### src/rtl/terminal_fifo_bridge_assert.svh
// assertion macros for the terminal fifo bridge
`ifndef TERMINAL_FIFO_BRIDGE_ASSERT_SVH
`define TERMINAL_FIFO_BRIDGE_ASSERT_SVH

`ifndef NO_ASSERTIONS
// same-cycle implication, sampled on clk, off during reset
`define TFB_ASSERT_NOW(label, cond, expr) \
    label: assert property (@(posedge clk) disable iff (!rst_n) (cond) |-> (expr)) \
        else $error("terminal fifo bridge check failed");
// next-cycle implication, sampled on clk, off during reset
`define TFB_ASSERT_NEXT(label, cond, expr) \
    label: assert property (@(posedge clk) disable iff (!rst_n) (cond) |=> (expr)) \
        else $error("terminal fifo bridge check failed");
`else
`define TFB_ASSERT_NOW(label, cond, expr)
`define TFB_ASSERT_NEXT(label, cond, expr)
`endif

`endif

### src/rtl/tfb_pkg.sv
// shared types, constants and codes of the terminal fifo bridge
`default_nettype none

package tfb_pkg;

    localparam int RX_DEPTH = 128;
    localparam int TX_DEPTH = 512;
    localparam int RX_AW = $clog2(RX_DEPTH);
    localparam int RX_LW = $clog2(RX_DEPTH + 1);
    localparam int TX_AW = $clog2(TX_DEPTH);
    localparam int TX_LW = $clog2(TX_DEPTH + 1);

    typedef logic [7:0]  byte_t;
    typedef logic [2:0]  kind_t;
    typedef logic [15:0] drop_t;
    typedef logic [31:0] count_t;

    localparam kind_t KIND_CPU_READ   = 3'd0;
    localparam kind_t KIND_CPU_WRITE  = 3'd1;
    localparam kind_t KIND_NET_BYTE   = 3'd2;
    localparam kind_t KIND_NET_PULL   = 3'd3;
    localparam kind_t KIND_CONNECT    = 3'd4;
    localparam kind_t KIND_DISCONNECT = 3'd5;
    localparam kind_t KIND_ADD_DROPS  = 3'd6;

    localparam byte_t PORT_DATA   = 8'h00;
    localparam byte_t PORT_STATUS = 8'h01;
    localparam byte_t BYTE_ZERO   = 8'h00;
    localparam byte_t BYTE_UNMAP  = 8'hFF;
    localparam byte_t BYTE_LF     = 8'h0A;
    localparam byte_t BYTE_CR     = 8'h0D;

    localparam int ST_RX_READY = 0;
    localparam int ST_TX_ROOM  = 1;
    localparam int ST_CLIENT   = 7;

    typedef enum logic [1:0] {
        SEL_NONE = 2'd0,
        SEL_RX   = 2'd1,
        SEL_TX   = 2'd2
    } sel_t;

    typedef struct packed {
        kind_t kind;
        byte_t port;
        byte_t write_byte;
        byte_t net_byte;
        drop_t drop_add;
    } item_t;

    typedef struct packed {
        sel_t   sel;
        byte_t  imm_data;
        logic   pull_valid;
        count_t rx_total;
        count_t tx_total;
        logic   connected;
    } pend_t;

    typedef struct packed {
        logic             we;
        logic [RX_AW-1:0] waddr;
        byte_t            wdata;
        logic             re;
        logic [RX_AW-1:0] raddr;
    } rx_cmd_t;

    typedef struct packed {
        logic             we;
        logic [TX_AW-1:0] waddr;
        byte_t            wdata;
        logic             re;
        logic [TX_AW-1:0] raddr;
    } tx_cmd_t;

    typedef struct packed {
        logic [RX_LW-1:0] rx_level;
        logic [TX_LW-1:0] tx_level;
    } lvl_t;

endpackage

`default_nettype wire

### src/rtl/tfb_ctrl.sv
// ring pointers, fill levels, drop counters and ram commands
`default_nettype none

module tfb_ctrl (
    input  wire logic             clk,
    input  wire logic             rst_n,
    input  wire logic             accept,
    input  wire tfb_pkg::item_t   item,
    output tfb_pkg::rx_cmd_t      rx_cmd,
    output tfb_pkg::tx_cmd_t      tx_cmd,
    output tfb_pkg::pend_t        pend,
    output tfb_pkg::lvl_t         lvl
);
    import tfb_pkg::*;

    logic [RX_AW-1:0] rx_head_reg, rx_head_next;
    logic [RX_LW-1:0] rx_level_reg, rx_level_next;
    logic [TX_AW-1:0] tx_head_reg, tx_head_next;
    logic [TX_LW-1:0] tx_level_reg, tx_level_next;
    count_t           rx_cnt_reg, rx_cnt_next;
    count_t           tx_cnt_reg, tx_cnt_next;
    logic             flag_reg, flag_next;

    logic [RX_AW-1:0] rx_head_inc, rx_tail;
    logic [TX_AW-1:0] tx_head_inc, tx_tail;
    logic [RX_LW:0]   rx_sum;
    logic [TX_LW:0]   tx_sum;
    logic             rx_full, rx_empty, tx_full, tx_empty;
    byte_t            net_mapped;

    // wrap helpers, sums stay below twice the depth
    assign rx_head_inc = (rx_head_reg == RX_AW'(RX_DEPTH - 1)) ? '0 : rx_head_reg + 1'b1;
    assign tx_head_inc = (tx_head_reg == TX_AW'(TX_DEPTH - 1)) ? '0 : tx_head_reg + 1'b1;
    assign rx_sum  = (RX_LW+1)'(rx_head_reg) + (RX_LW+1)'(rx_level_reg);
    assign tx_sum  = (TX_LW+1)'(tx_head_reg) + (TX_LW+1)'(tx_level_reg);
    assign rx_tail = (rx_sum >= (RX_LW+1)'(RX_DEPTH)) ?
                     RX_AW'(rx_sum - (RX_LW+1)'(RX_DEPTH)) : RX_AW'(rx_sum);
    assign tx_tail = (tx_sum >= (TX_LW+1)'(TX_DEPTH)) ?
                     TX_AW'(tx_sum - (TX_LW+1)'(TX_DEPTH)) : TX_AW'(tx_sum);
    assign rx_full  = (rx_level_reg == RX_LW'(RX_DEPTH));
    assign tx_full  = (tx_level_reg == TX_LW'(TX_DEPTH));
    assign rx_empty = (rx_level_reg == '0);
    assign tx_empty = (tx_level_reg == '0);
    assign net_mapped = (item.net_byte == BYTE_LF) ? BYTE_CR : item.net_byte;

    always_comb
    begin
        rx_head_next  = rx_head_reg;
        rx_level_next = rx_level_reg;
        tx_head_next  = tx_head_reg;
        tx_level_next = tx_level_reg;
        rx_cnt_next   = rx_cnt_reg;
        tx_cnt_next   = tx_cnt_reg;
        flag_next     = flag_reg;

        rx_cmd.we    = 1'b0;
        rx_cmd.waddr = rx_tail;
        rx_cmd.wdata = net_mapped;
        rx_cmd.re    = 1'b0;
        rx_cmd.raddr = rx_head_reg;
        tx_cmd.we    = 1'b0;
        tx_cmd.waddr = tx_tail;
        tx_cmd.wdata = item.write_byte;
        tx_cmd.re    = 1'b0;
        tx_cmd.raddr = tx_head_reg;

        pend.sel        = SEL_NONE;
        pend.imm_data   = BYTE_ZERO;
        pend.pull_valid = 1'b0;

        if (accept)
        begin
            unique case (item.kind)
                KIND_CPU_READ:
                begin
                    if (item.port == PORT_DATA)
                    begin
                        if (!rx_empty)
                        begin
                            rx_cmd.re     = 1'b1;
                            rx_head_next  = rx_head_inc;
                            rx_level_next = rx_level_reg - 1'b1;
                            pend.sel      = SEL_RX;
                        end
                    end
                    else if (item.port == PORT_STATUS)
                    begin
                        pend.imm_data[ST_RX_READY] = !rx_empty;
                        pend.imm_data[ST_TX_ROOM]  = !tx_full;
                        pend.imm_data[ST_CLIENT]   = flag_reg;
                    end
                    else
                    begin
                        pend.imm_data = BYTE_UNMAP;
                    end
                end
                KIND_CPU_WRITE:
                begin
                    if (item.port == PORT_DATA)
                    begin
                        if (!tx_full)
                        begin
                            tx_cmd.we     = 1'b1;
                            tx_level_next = tx_level_reg + 1'b1;
                        end
                        else
                        begin
                            tx_cnt_next = tx_cnt_reg + 32'd1;
                        end
                    end
                end
                KIND_NET_BYTE:
                begin
                    // when full the tail sits on the head: overwrite the oldest byte
                    rx_cmd.we = 1'b1;
                    if (rx_full)
                    begin
                        rx_head_next = rx_head_inc;
                        rx_cnt_next  = rx_cnt_reg + 32'd1;
                    end
                    else
                    begin
                        rx_level_next = rx_level_reg + 1'b1;
                    end
                end
                KIND_NET_PULL:
                begin
                    if (!tx_empty)
                    begin
                        tx_cmd.re       = 1'b1;
                        tx_head_next    = tx_head_inc;
                        tx_level_next   = tx_level_reg - 1'b1;
                        pend.sel        = SEL_TX;
                        pend.pull_valid = 1'b1;
                    end
                end
                KIND_CONNECT:
                begin
                    flag_next = 1'b1;
                end
                KIND_DISCONNECT:
                begin
                    flag_next     = 1'b0;
                    rx_head_next  = '0;
                    rx_level_next = '0;
                    tx_head_next  = '0;
                    tx_level_next = '0;
                end
                KIND_ADD_DROPS:
                begin
                    tx_cnt_next = tx_cnt_reg + 32'(item.drop_add);
                end
                default:
                begin
                    flag_next = flag_reg;
                end
            endcase
        end

        pend.rx_total  = rx_cnt_next;
        pend.tx_total  = tx_cnt_next;
        pend.connected = flag_next;
    end

    assign lvl.rx_level = rx_level_reg;
    assign lvl.tx_level = tx_level_reg;

    always_ff @(posedge clk or negedge rst_n)
    begin
        if (!rst_n)
        begin
            rx_head_reg  <= '0;
            rx_level_reg <= '0;
            tx_head_reg  <= '0;
            tx_level_reg <= '0;
            rx_cnt_reg   <= '0;
            tx_cnt_reg   <= '0;
            flag_reg     <= 1'b0;
        end
        else
        begin
            rx_head_reg  <= rx_head_next;
            rx_level_reg <= rx_level_next;
            tx_head_reg  <= tx_head_next;
            tx_level_reg <= tx_level_next;
            rx_cnt_reg   <= rx_cnt_next;
            tx_cnt_reg   <= tx_cnt_next;
            flag_reg     <= flag_next;
        end
    end

endmodule

`default_nettype wire

### config.mk
export PLATFORM = sky130hd
export DESIGN_NAME = tfb_ctrl
export DESIGN_NICKNAME = d
export VERILOG_FILES = /design/src/rtl/terminal_fifo_bridge_assert.svh /design/src/rtl/tfb_pkg.sv /design/src/rtl/tfb_ctrl.sv
export SDC_FILE = /design/constraint.sdc
export NUM_CORES = 1
export LEC_CHECK = 0
export ABC_AREA = 1
export BUFFER_PORTS_ARGS = -buffer_cell sky130_fd_sc_hd__buf_2
export CORE_MARGIN = 2
export CORE_UTILIZATION = 42
export CTS_CLUSTER_SIZE = 8
export DETAILED_ROUTE_END_ITERATION = 8
export PLACE_DENSITY = 0.64
export SLEW_MARGIN = 15
export SYNTH_ARGS = -nofsm -noshare
export SYNTH_HDL_FRONTEND = slang
export SYNTH_SLANG_ARGS = --single-unit
### constraint.sdc
create_clock -name clk -period 2.42 [get_ports clk]
set_input_delay 0.121 -clock clk [delete_from_list [all_inputs] [get_ports clk]]
set_output_delay 0.121 -clock clk [all_outputs]
set_load 0.005 [all_outputs]
==> metrics.log <==
INFO  metric boundaryPins = 192
INFO  metric drive_above_1_share = 0.354
INFO  metric cp_data_arrival_time = 2350 ps
INFO  metric maximum_number_of_pins_on_one_net_before_global_route_repair = 53
INFO  metric synth_cell_types = 48
INFO  metric worstSetupStartpointType = flop
INFO  metric num_vias = 10,100
INFO  metric clock_power_share = 0.136
INFO  metric status = finished with violations
INFO  metric final_critical_path_setup_slack = -46.8 ps
INFO  metric synth-warning-count = 0
INFO  metric drt_first_pass_iters = 5
INFO  metric mostFrequentLayoutCell = sky130_fd_sc_hd__nand2_1
INFO  metric fin_skew = 7.35 ps
INFO  metric dieWidth = 148 um
INFO  metric fin_setup_tns = -114 ps
INFO  metric routedWlPerCell = 16.2 um
INFO  metric number_of_violations_of_the_max_capacitance_limit = 0
INFO  metric place.port_buffers = 175
INFO  metric area_enclosed_by_the_die_boundary = 0.0220 sq mm
INFO  metric crit_path_top_cell_by_count = sky130_fd_sc_hd__nor2_4
INFO  metric mostFrequentLayoutCells = 336 x sky130_fd_sc_hd__nand2_1, 171 x sky130_fd_sc_hd__inv_1, 171 x sky130_fd_sc_hd__buf_2
INFO  metric number_of_buffers_and_inverters_on_the_critical_path = 2
INFO  metric violations = setup timing
INFO  metric final.min_clock_period = 2470 ps
INFO  metric grt_setup_unrepaired = yes
INFO  metric worst_path_top_cell_family_by_delay = simple AND/OR/NAND/NOR gates
INFO  metric power_leakage = 6.39 nW
INFO  metric critPathKind = reg -> out
INFO  metric power.density_cell_area = 909 mW/mm^2
INFO  metric worstPathMaxFanout = 4
INFO  metric grt.total_usage = 0.269
INFO  metric critical_path.reg2reg.endpoint = tx_level_reg[9]
INFO  metric crit_required = 2300 ps
INFO  metric cts_max_path_buffers = 2
INFO  metric cts_tree = done
INFO  metric clock_latency = 370 ps
INFO  metric cpPeakStageDelay = 390 ps
INFO  metric crit_chain = ha_2, inv_2, fa_2, nor2_4, nor2_4, nand3b_1, nand3_2, nand4_1, o21ai_1, nand2_1, buf_2
INFO  metric gr-total-overflow = 0
INFO  metric fmaxAchievable = 0.405 GHz
INFO  metric report.final.setup_viol = 5
INFO  metric combPwrFrac = 0.626
INFO  metric critical_path.reg2reg.startpoint = tx_level_reg[0]
INFO  metric vias_per_cell = 5.36
INFO  metric timing.final.crit_share = 1.02
INFO  metric crit_path_top_delay_cell = sky130_fd_sc_hd__fa_2
INFO  metric clock_transition_at_path_regs = 80 ps
INFO  metric post_place_setup_slack = 11.7 ps
INFO  metric power.switching_fraction = 0.469
INFO  metric power.internal = 0.00591 W
INFO  metric final_util = 0.601
INFO  metric timing.reg2reg.setup_slack = 360 ps
INFO  metric share_seq_of_total_power = 0.237
INFO  metric worst_pin_slew = 641 ps
INFO  metric starting_utilization_of_the_core_area = 0.429
INFO  metric post-dp-hpwl = 22,700 um
INFO  metric gp_routability_congestion = 0.977
INFO  metric clock_tree.root_cell = sky130_fd_sc_hd__clkbuf_16
INFO  metric std_cell_rows = 52
INFO  metric power_spent_charging_and_discharging_nets = 0.00522 W
INFO  metric maxSlewHeadroom = 0.572
INFO  metric hold_path_startpoint = item[42]
INFO  metric drt_iter0_drc = 607
INFO  metric syn-mean-instance-area = 6.52 sq um
INFO  metric clkSinkCount = 99
INFO  metric nets = 1,718
INFO  metric grt_antenna_before_repair = 0
INFO  metric min_delay_worst_endpoint = flag_reg
INFO  metric drt_antenna_net_count = 0
INFO  metric critical_path_cell_count = 11
INFO  metric syn_to_final_growth = 40.0%
INFO  metric cts_made_buffers = 9
INFO  metric fp.coreArea = 0.0204 sq mm
INFO  metric grt_first_pass_wirelength = 47,500 um
INFO  metric gate_count_after_technology_mapping = 1,342
INFO  metric dieHeight = 148 um
INFO  metric detail_route.wirelength = 30,700 um
INFO  metric worstHoldPathCells = 3
INFO  metric syn-num-nets = 1,442
INFO  metric h-tree-depth = 3
INFO  metric netlist_area = 0.00874 sq mm
INFO  metric antenna_cells_inserted = 0
INFO  metric maximum_ir_drop_on_the_vdd_rail = 0.000620 V
INFO  metric synth_sequential_area_ratio = 0.283
INFO  metric detail_route.drc_violations = 0
INFO  metric hold_violations = 0
INFO  metric hold_path.class = in -> reg
INFO  metric vias_in_the_first_global_route = 9,403
INFO  metric final-max-slew-violation-count = 0
INFO  metric worst-r2r-cell-count = 11
INFO  metric synth_seq_cells = 99
INFO  metric endpoint_kind = primary output
-- metrics by stage --
step	area (sq um)	cells	hold WS, ps	total power [W]
after floorplan	8740	1342	-175	0.00588
after global placement	10200	1815	193	0.00801
after detailed placement	10200	1815	185	0.00806
after CTS	11100	1843	139	0.0101
after global routing	12200	1893	184	0.0120
final	12200	1893	157	0.0111
-- kinds of logic (layout without fill, tap and decap cells) --
family          Yosys count  in the layout  synth area share
compound gates          139            139            0.0924
simple gates            769            769             0.382
buf+inv                 224            505             0.103
flops                    99             99             0.283
fa+ha+maj                54             54            0.0816
mux                       1              1           0.00114
xor+xnor                 56             56            0.0561
-- worst min-delay path, stage by stage --
cell,delay [ps]
sky130_fd_sc_hd__buf_2,130
sky130_fd_sc_hd__a31oi_1,170
sky130_fd_sc_hd__a21oi_1,60
-- power groups by stage --
stage	Sequential, W	Clock, W	Combinational, W
floorplan	0.00260	0	0.00328
global placement	0.00259	0	0.00543
detailed placement	0.00259	0	0.00547
CTS	0.00261	0.00156	0.00596
global route	0.00270	0.00161	0.00768
finish	0.00264	0.00152	0.00697
-- timing repair --
| action | CTS | global route |
|---|---|---|
| hold buffers | 1 | 0 |
| endpoints found under the hold margin | 47 | 0 |
| buffers inserted | 11 | 51 |
| setup endpoints to repair | 47 | 58 |
| pin swaps | 17 | 80 |
| gates resized for setup | 100 | 223 |
-- metal layers --
layer  share of wire  GRT usage  vias to the layer above
met4           0.027     0.0843                        0
met3           0.076     0.0426                       64
met1            0.43      0.365                     4734
met5               0          0                        -
li1                -          -                     4903
met2            0.46      0.443                      439
-- cell type report --
type | instances | area [sq um]
clock buffers | 9 | 225
clock inverters | 7 | 72.6
fillers | 1907 | 8120
inverters | 192 | 728
multi-input cells | 1019 | 6520
flip-flops and latches | 99 | 2500
well taps | 270 | 338
repair buffers | 297 | 1860
-- synth_stat cells, drive strengths merged --
| master | n | share of area |
|---|---|---|
| a211oi | 1 | 0.00086 |
| a21boi | 2 | 0.0017 |
| a21o | 1 | 0.00086 |
| a21oi | 57 | 0.034 |
| a31o | 1 | 0.0010 |
| a31oi | 3 | 0.0021 |
| and2 | 1 | 0.00072 |
| and3 | 2 | 0.0014 |
| buf | 23 | 0.017 |
| clkbuf | 9 | 0.0039 |
| clkinv | 2 | 0.00086 |
| dfrtp | 99 | 0.28 |
| fa | 5 | 0.011 |
| ha | 49 | 0.070 |
| inv | 190 | 0.082 |
| mux2i | 1 | 0.0011 |
| nand2 | 405 | 0.17 |
| nand3 | 128 | 0.077 |
| nand3b | 3 | 0.0026 |
| nand4 | 40 | 0.029 |
| nor2 | 137 | 0.061 |
| nor3 | 32 | 0.021 |
| nor3b | 2 | 0.0023 |
| nor4 | 10 | 0.0072 |
| o211ai | 12 | 0.011 |
| o21a | 4 | 0.0034 |
| o21ai | 43 | 0.025 |
| o21bai | 8 | 0.0069 |
| o221ai | 1 | 0.0010 |
| o22ai | 2 | 0.0014 |
| o311ai | 2 | 0.0020 |
| o31ai | 2 | 0.0017 |
| or2 | 9 | 0.0064 |
| xnor2 | 19 | 0.019 |
| xor2 | 37 | 0.037 |
-- how the worst max path moves through the flow --
stage             startpoint               to  slack, ps
6_report       tx_cnt_reg[0]         pend[29]        -50
4_1_cts        tx_cnt_reg[0]         pend[31]        -80
3_5_place_dp   tx_cnt_reg[0]         pend[17]         10
3_3_place_gp   tx_cnt_reg[0]         pend[17]        140
2_1_floorplan       item[41]  rx_level_reg[6]        440
5_1_grt        tx_cnt_reg[0]         pend[29]       -160
No activity file was read; power rests on OpenSTA's default activity.
